<file path="src/rtl/core/adel_pkg.sv">
package adel_pkg;

  // Configuration register indexes
  localparam int unsigned CfgIdxW = 3;
  localparam logic [CfgIdxW-1:0] REG_POLARITY           = 3'd0;
  localparam logic [CfgIdxW-1:0] REG_INITIAL_LEVEL      = 3'd1;
  localparam logic [CfgIdxW-1:0] REG_LATCH_ENABLE       = 3'd2;
  localparam logic [CfgIdxW-1:0] REG_IMMEDIATE_ACTIVATE = 3'd3;
  localparam logic [CfgIdxW-1:0] REG_SYMMETRIC_WINDOW   = 3'd4;
  localparam logic [CfgIdxW-1:0] REG_ACTIVATE_WINDOW    = 3'd5;
  localparam logic [CfgIdxW-1:0] REG_RELEASE_WINDOW     = 3'd6;

  // Field widths
  localparam int unsigned WinW  = 16;
  localparam int unsigned TimeW = 32;

  // Reset values of the configuration registers
  localparam logic            RST_POLARITY           = 1'b1;
  localparam logic            RST_INITIAL_LEVEL      = 1'b0;
  localparam logic            RST_LATCH_ENABLE       = 1'b0;
  localparam logic            RST_IMMEDIATE_ACTIVATE = 1'b0;
  localparam logic [WinW-1:0] RST_SYMMETRIC_WINDOW   = 16'd20;
  localparam logic [WinW-1:0] RST_ACTIVATE_WINDOW    = 16'd0;
  localparam logic [WinW-1:0] RST_RELEASE_WINDOW     = 16'd0;

  // Debounce state
  typedef struct packed {
    logic             stable_level;
    logic             candidate_level;
    logic             deb_active;
    logic [TimeW-1:0] pending_since;
    logic             rise_flag;
    logic             fall_flag;
    logic             sticky_latch;
  } deb_state_t;

endpackage

</file>
<file path="src/rtl/core/asymmetric_debounce_edge_latch_unit.sv">
// Debouncer with direction-dependent windows, sticky edge flags and a latch.
// A result word is registered and is valid in the cycle after its input word is accepted.
// Throughput: one word per cycle; the single output register is refilled in
// the cycle it is taken, so input stalls only while a result waits unread.
// Reset (rst, synchronous, active high) loads the register defaults and the
// matching initial debounce state; any valid register write re-initializes it.
module asymmetric_debounce_edge_latch_unit
  import adel_pkg::*;
(
  input  logic               clk,
  input  logic               rst,
  // configuration
  input  logic               cfg_we,
  input  logic [CfgIdxW-1:0] cfg_index,
  input  logic [WinW-1:0]    cfg_data,
  // input channel
  input  logic               in_valid,
  output logic               in_stall,
  input  logic               sample_valid,
  input  logic               pin_level,
  input  logic [TimeW-1:0]   now_ms,
  input  logic               take_rose,
  input  logic               take_fell,
  input  logic               clear_latch,
  // output channel
  output logic               out_valid,
  input  logic               out_stall,
  output logic               active,
  output logic               latched,
  output logic               rose,
  output logic               fell
);

  logic            polarity;
  logic            initial_level;
  logic            latch_enable;
  logic            immediate_activate;
  logic [WinW-1:0] symmetric_window;
  logic [WinW-1:0] activate_window;
  logic [WinW-1:0] release_window;

  deb_state_t st;
  deb_state_t st_next;
  deb_state_t st_init;
  deb_state_t st_cfg_init;

  logic             in_acc;
  logic             to_active;
  logic [WinW-1:0]  threshold;
  logic [TimeW-1:0] since_eff;
  logic [TimeW-1:0] elapsed;
  logic             do_commit;
  logic             active_next;
  logic             latched_next;
  logic             rose_next;
  logic             fell_next;
  logic             cfg_hit;
  logic             init_level_new;
  logic             polarity_new;

  assign in_stall = out_valid & out_stall;
  assign in_acc   = in_valid & ~in_stall;

  // Initial state from a given register pair
  function automatic deb_state_t init_state(logic init_lvl, logic act_lvl);
    deb_state_t s;
    s.stable_level    = init_lvl;
    s.candidate_level = init_lvl;
    s.deb_active      = (init_lvl == act_lvl);
    s.pending_since   = '0;
    s.rise_flag       = 1'b0;
    s.fall_flag       = 1'b0;
    s.sticky_latch    = 1'b0;
    return s;
  endfunction

  assign st_init = init_state(RST_INITIAL_LEVEL, RST_POLARITY);

  // Register values as they stand after the current write
  assign cfg_hit = cfg_we && (cfg_index <= REG_RELEASE_WINDOW);
  assign init_level_new =
    (cfg_we && cfg_index == REG_INITIAL_LEVEL) ? cfg_data[0] : initial_level;
  assign polarity_new =
    (cfg_we && cfg_index == REG_POLARITY) ? cfg_data[0] : polarity;
  assign st_cfg_init = init_state(init_level_new, polarity_new);

  // Threshold pick for the direction of this sample
  assign to_active = (pin_level == polarity);

  always_comb begin
    if (to_active && immediate_activate) begin
      threshold = '0;
    end else if (activate_window == '0 && release_window == '0) begin
      threshold = symmetric_window;
    end else if (to_active) begin
      threshold = activate_window;
    end else begin
      threshold = release_window;
    end
  end

  assign since_eff = (pin_level != st.candidate_level) ? now_ms : st.pending_since;
  assign elapsed   = now_ms - since_eff;

  // Sample step, then report, then consume
  always_comb begin
    st_next   = st;
    do_commit = 1'b0;
    if (sample_valid) begin
      if (pin_level == st.stable_level) begin
        st_next.candidate_level = pin_level;
        st_next.pending_since   = now_ms;
      end else if (threshold == '0) begin
        do_commit = 1'b1;
      end else begin
        st_next.candidate_level = pin_level;
        st_next.pending_since   = since_eff;
        if (elapsed >= {{(TimeW-WinW){1'b0}}, threshold}) begin
          do_commit             = 1'b1;
          st_next.pending_since = now_ms;
        end
      end
    end
    if (do_commit) begin
      st_next.stable_level = pin_level;
      if (to_active != st.deb_active) begin
        st_next.deb_active = to_active;
        if (to_active) begin
          st_next.rise_flag = 1'b1;
          if (latch_enable) begin
            st_next.sticky_latch = 1'b1;
          end
        end else begin
          st_next.fall_flag = 1'b1;
        end
      end
    end
    active_next  = st_next.deb_active;
    latched_next = st_next.sticky_latch;
    rose_next    = st_next.rise_flag;
    fell_next    = st_next.fall_flag;
    if (take_rose) begin
      st_next.rise_flag = 1'b0;
    end
    if (take_fell) begin
      st_next.fall_flag = 1'b0;
    end
    if (clear_latch) begin
      st_next.sticky_latch = 1'b0;
    end
  end

  // Configuration registers
  always_ff @(posedge clk) begin
    if (rst) begin
      polarity           <= RST_POLARITY;
      initial_level      <= RST_INITIAL_LEVEL;
      latch_enable       <= RST_LATCH_ENABLE;
      immediate_activate <= RST_IMMEDIATE_ACTIVATE;
      symmetric_window   <= RST_SYMMETRIC_WINDOW;
      activate_window    <= RST_ACTIVATE_WINDOW;
      release_window     <= RST_RELEASE_WINDOW;
    end else if (cfg_we) begin
      unique case (cfg_index)
        REG_POLARITY:           polarity           <= cfg_data[0];
        REG_INITIAL_LEVEL:      initial_level      <= cfg_data[0];
        REG_LATCH_ENABLE:       latch_enable       <= cfg_data[0];
        REG_IMMEDIATE_ACTIVATE: immediate_activate <= cfg_data[0];
        REG_SYMMETRIC_WINDOW:   symmetric_window   <= cfg_data;
        REG_ACTIVATE_WINDOW:    activate_window    <= cfg_data;
        REG_RELEASE_WINDOW:     release_window     <= cfg_data;
        default: ;
      endcase
    end
  end

  // Debounce state
  always_ff @(posedge clk) begin
    if (rst) begin
      st <= st_init;
    end else if (cfg_hit) begin
      st <= st_cfg_init;
    end else if (in_acc) begin
      st <= st_next;
    end
  end

  // Result register
  always_ff @(posedge clk) begin
    if (rst) begin
      out_valid <= 1'b0;
    end else if (in_acc) begin
      out_valid <= 1'b1;
    end else if (!out_stall) begin
      out_valid <= 1'b0;
    end
  end

  always_ff @(posedge clk) begin
    if (in_acc) begin
      active  <= active_next;
      latched <= latched_next;
      rose    <= rose_next;
      fell    <= fell_next;
    end
  end

endmodule
</file>
<file path="config.mk">
export PLATFORM = sky130hd
export DESIGN_NAME = asymmetric_debounce_edge_latch_unit
export DESIGN_NICKNAME = d
export VERILOG_FILES = /design/src/rtl/core/adel_pkg.sv /design/src/rtl/core/asymmetric_debounce_edge_latch_unit.sv
export SDC_FILE = /design/constraint.sdc
export NUM_CORES = 1
export LEC_CHECK = 0
export ABC_AREA = 1
export ABC_CLOCK_PERIOD_IN_PS = 5300
export BUFFER_PORTS_ARGS = -buffer_cell sky130_fd_sc_hd__buf_2
export CORE_ASPECT_RATIO = 0.5
export CORE_MARGIN = 2
export CORE_UTILIZATION = 42
export CTS_CLUSTER_SIZE = 24
export DETAILED_ROUTE_END_ITERATION = 10
export HOLD_SLACK_MARGIN = 0.1
export PLACE_DENSITY = 0.62
export SYNTH_ARGS = -nofsm -noshare
export SYNTH_HDL_FRONTEND = slang
export SYNTH_SLANG_ARGS = --single-unit
</file>
<file path="constraint.sdc">
create_clock -name clk -period 5.3 [get_ports clk]
set_clock_uncertainty 0.15 [all_clocks]
set_input_delay 0.795 -clock clk [delete_from_list [all_inputs] [get_ports clk]]
set_output_delay 0.795 -clock clk [all_outputs]
set_load 0.05 [all_outputs]
</file>
; Yosys cells after proc, flatten, opt, wreduce, memory -nomap -nowiden
; Index checks and enable logic that the tools add are counted.
[word_totals]
register_bits = 95
input_bits = 61
out_inout_bits = 6
[classes]
addsub = 1
order_cmp = 2
eq_ne = 14
n_mux = 33
bitwise_logic = 3
n_reduce_logical = 23
[ops]
columns = op, count
row1 = $mux W32, 5
row2 = $mux W38, 2
row3 = $logic_not A16 Y1, 3
row4 = $mux W16, 3
row5 = $ge A32 B16 Y1, 1
row6 = $sub A32 B32 Y32, 1
row7 = $mux W1, 21
row8 = $reduce_and A2 Y1, 8
row9 = $eq A3 B3 Y1 const B, 3
row10 = $eq A3 B2 Y1 const B, 2
row11 = $mux W3, 2
row12 = $reduce_and A3 Y1, 2
row13 = $reduce_bool A2 Y1, 3
row14 = $logic_and A1 B1 Y1, 5
row15 = $eq A1 B1 Y1, 3
row16 = $eq A3 B1 Y1 const B, 1
row17 = $le A3 B3 Y1 const B, 1
row18 = $logic_not A3 Y1, 1
row19 = $ne A3 B3 Y1 const B, 1
row20 = $and A1 B1 Y1, 2
row21 = $ne A1 B1 Y1, 2
row22 = $ne A2 B1 Y1 const B, 1
row23 = $ne A2 B2 Y1 const B, 1
row24 = $reduce_or A2 Y1, 1
row25 = $not A1 Y1, 1

; Depth between registers and ports, before layout
[logic_depth]
word_depth = 13
ltp_mapped = 36
ltp_nobuf = 33

; Worst setup path before layout
; No wires, ideal clock.
[synth_path]
kind = input port to flip-flop
from = in pin_level
to = reg latched (data pin)
arrival_time_ps = 4221
t_required_ps = 4895
slack_ps = 674
path_stages = 30
path_cell_list = inv_2 nand2_2 nand2_4 buf_6 clkbuf_1 clkbuf_1 nand2_1 o21ai_0 inv_1 ha_1 inv_1 nor2_2 nand2_1 nor2_1 nand2_1 nand3_2 xor2_1 ha_1 a21oi_1 o31ai_1 a21oi_1 nand3_1 nor2_1 nand3_1 nor2_1 nand3_1 nand3_1 inv_1 nand3_1 nand2_1
[synth_between]
elab_chain_len = 10
elab_cells_between_ends = 19
[synth_rtl]
columns = item, line_no
row1 = from (decl), asymmetric_debounce_edge_latch_unit.sv:20  ; input logic pin_level,
row2 = branches (longest 9 deep; another with $sub A32 B32 Y32), -
row3 = $mux W3 (*), asymmetric_debounce_edge_latch_unit.sv:124  ; if (do_commit) begin
row4 = named net latched_next, asymmetric_debounce_edge_latch_unit.sv:54  ; logic latched_next;
row5 = to (signal assigned), asymmetric_debounce_edge_latch_unit.sv:202  ; latched <= latched_next;
row6 = to (decl), asymmetric_debounce_edge_latch_unit.sv:29  ; output logic latched,
; Mark *: on every way through the listed nets, which the timed path passes.
; A chain may end at the register's enable or synchronous reset.

; Final worst setup path
; Same ends and word-level chain as after synthesis.

==> results.md <==
- Core footprint: 0.0185 sq mm
- Area share of fa/ha/maj cells after synthesis: 6.42%
- Sw Pwr: 0.941 mW
- CP Data Required Time: 5.26 ns
- Total Power: roughly 2.3 mW
- WP data arrival: between 4 and 5 ns
- Area share of the leading cell type in the synthesized netlist: a little under a quarter
- DRT Wirelength: approximately 25000 um
- Leakage power: 4.47 nW
- Largest net degree at the start of global routing: 50
- RSZ-0062 raised after global routing: no
- Die Area: 0.0202 sq mm
- Crit-path max FO: 25
- Synth unique cells: 44
- Hold crit path type: reg -> reg
- Area grow syn2layout: 9.95%
- Largest family of logic cells by synthesized area: simple AND/OR/NAND/NOR gates
- IO Pins: 67
- Routed Antenna Nets: 0
- DR vias: 8701
- Post-layout min period: a little under 5 ns
- Clock-pin slew on the worst setup and hold paths: roughly 0.07 ns
- Initial core utilization: 43.2%
- Register bit total from synthesis: 95
- Die height: 102 um
- XOR/XNOR Fraction of Synth Area: 1.75%
- Area post-placement: 0.00848 sq mm
- Postcts setup bufs: 0
- Share of total power in the clock network: 28.4%
- Initial DRC count: 741
- Startpoint types: input pin
- Relative slew slack: 18.8%
- Fmax: 0.206 GHz
- Vias in the first global route: 7855
- Htree depth: 3
- Placed insts: 1642
- Die X: 199 um
- First-pass GRT wire length: 40100 um
- Final Slew Violations: 0
- Nets@finish: 1497
- Total gr overflow: 0
- Final HPWL DP: 19300 um
- Layout cells sized above 1: 10.3%
- Setup_tns: 0 ns
- Clock tree buffer depth: 2
- Slowest CP cell: ha_1
- # setup viols final: 0
- Post-DR wirelength/cell: 15.1 um
- Port Buffers: 66
- Power Density: 263 mW/mm^2
- Post-route setup slack: 0.454 ns
- Layout fillers: 1993
- Clk Latency, worst-skew pair: approximately 0.36 ns
- Syn_nets: 1453
- CP max stage delay: between 0.3 and 0.4 ns
- Site Rows: 35
- Initial DRT Pass Iterations: 7
- CTS Root Cell: clkbuf_16
- Max cap viols: 0
- Mux cell area share after synthesis: 0%
- Crit share post-route: 91.4%
- Cell Int Power: 1.37 mW
- Finished Layout Cells: 1659
- Final hold slack: 0.303 ns
- Worst setup EP type: register
- GRT Total Usage: around 25%
- Routability cong.: 0.982
- Comb pwr share: between 30% and 40%
- Largest area contributor in the netlist: dfxtp_1
- CTS sink cnt: 95
- Synthesized instance count: between 1000 and 1500
- Synth area leaders: dfxtp_1 23%, nand2_1 16%, inv_1 10%
- Post-Syn Area: 0.00800 sq mm
- Post-place setup slack: about 0.054 ns
- Routed vias/inst: 5.24
- Sequential area share after synthesis: 24.3%
- Synth Warn #: 0
- Flop pwr share: 32.9%
- Peak supply drop: 0.146 mV
- Status: finished, final reports clean
- Initial antenna violation count: 0
- Avg Cell Area, Syn: ~5.9 sq um
- Hold Vio Cnt, Final: 0
- # diodes: 0
- Worst-margin pin slew: 1.22 ns
- Switching share of total power: 40.7%
- Residual DRC count: 0
- Post-Synth Simple-Gate Area: 38.2%
- CTS tree: built
- Complex-gate fraction of the synthesized area: around 15%
- Setup CP Type: in -> reg
- Final Cell Area: 0.00879 sq mm
- Num CTS Buffers: 9
- Post-layout util: a little under half
## flip-flops by register name, summed over array words and instances, names as in the netlist, 16 cells and up
name and count:
activate_window 16, st 38, symmetric_window 16, release_window 16
## layout make-up
class	instances	area, sq um	share of cell area [%]
flip-flops and latches	95	1940	22.1
clock inverters	7	60.1	0.683
repair buffers	78	420	4.78
multi-input cells	983	4960	56.5
well taps	259	324	3.69
clock buffers	9	225	2.56
inverters	228	856	9.74
## Yosys cell counts, drive strengths merged
master         n
o31ai          1
clkbuf        26
a21oi         98
o211ai         3
o21bai         4
a31oi          4
edfxtp         4
inv          226
nand3         98
a311oi         1
dfxtp         91
nand4         46
dlygate4sd1    2
nand2        363
o21a           2
nor3          15
nor2         155
xnor2          3
nand3b         3
o21ai        115
nor4          10
buf           18
a21boi         2
ha            41
or2            1
xor2          13
clkinv         2
a211oi         4
## layer usage
| metal | routed length [um] | part of all wire (%) | global-route usage (%) |
|---|---|---|---|
| met5 | 0 | 0 | 0 |
| met4 | 405 | 1.6 | 5.91 |
| met3 | 1400 | 5.6 | 3.30 |
| met2 | 10900 | 44 | 39.8 |
| met1 | 12300 | 49 | 35.4 |
## worst max-delay path: cells and delay by family
family          cells  cell delay [ns]
xor+xnor            1             0.18
buf+inv             6             0.52
compound gates      4             0.72
fa+ha+maj           2             0.64
simple gates       16             1.93
## kinds of logic after synthesis
kind of cell	count (synthesis)
adders and majority gates	41
buffers and inverters	274
and+or+nand+nor	691
DFF	95
AOI/OAI and AO/OA	234
xor gates and xnor gates	16
## cell usage in the layout (no fill, tap or decap), drive strengths merged
cell type,Yosys,layout
a211oi,4,4
a311oi,1,1
xor2,13,13
nor2,155,155
a21oi,98,98
inv,226,231
nand3b,3,3
o211ai,3,3
nand3,98,99
dfxtp,91,91
nor4,10,10
nand4,46,46
clkinv,2,4
o21bai,4,4
buf,18,78
edfxtp,4,4
a31oi,4,4
ha,41,41
o21a,2,2
xnor2,3,3
o31ai,1,1
a21boi,2,2
o21ai,115,115
clkbuf,26,9
nand2,363,363
or2,1,1
nor3,15,15
## path summary, 6_finish.rpt
kind	from	to	slack [ns]	cells past startpoint
setup / recovery	pin_level	latched	0.45	29
hold / removal	symmetric_window[10]	symmetric_window[10]	0.30	2
setup reg to reg	st[36]	latched	0.64	28
hold reg to reg	symmetric_window[10]	symmetric_window[10]	0.30	2
## repair_timing
action / in CTS / in global routing
setup endpoints to repair: 0 / 35
gates resized for setup: 0 / 3
hold buffers: 0 / 0
## power by group through the flow
| stage | clock network [mW] | registers [mW] | logic [mW] |
|---|---|---|---|
| floorplan | 0 | 0.782 | 0.637 |
| global placement | 0 | 0.777 | 0.871 |
| detailed placement | 0 | 0.778 | 0.881 |
| CTS | 0.669 | 0.761 | 0.888 |
| global route | 0.693 | 0.764 | 1.01 |
| finish | 0.656 | 0.761 | 0.894 |
(Power assumes the default switching activity.)
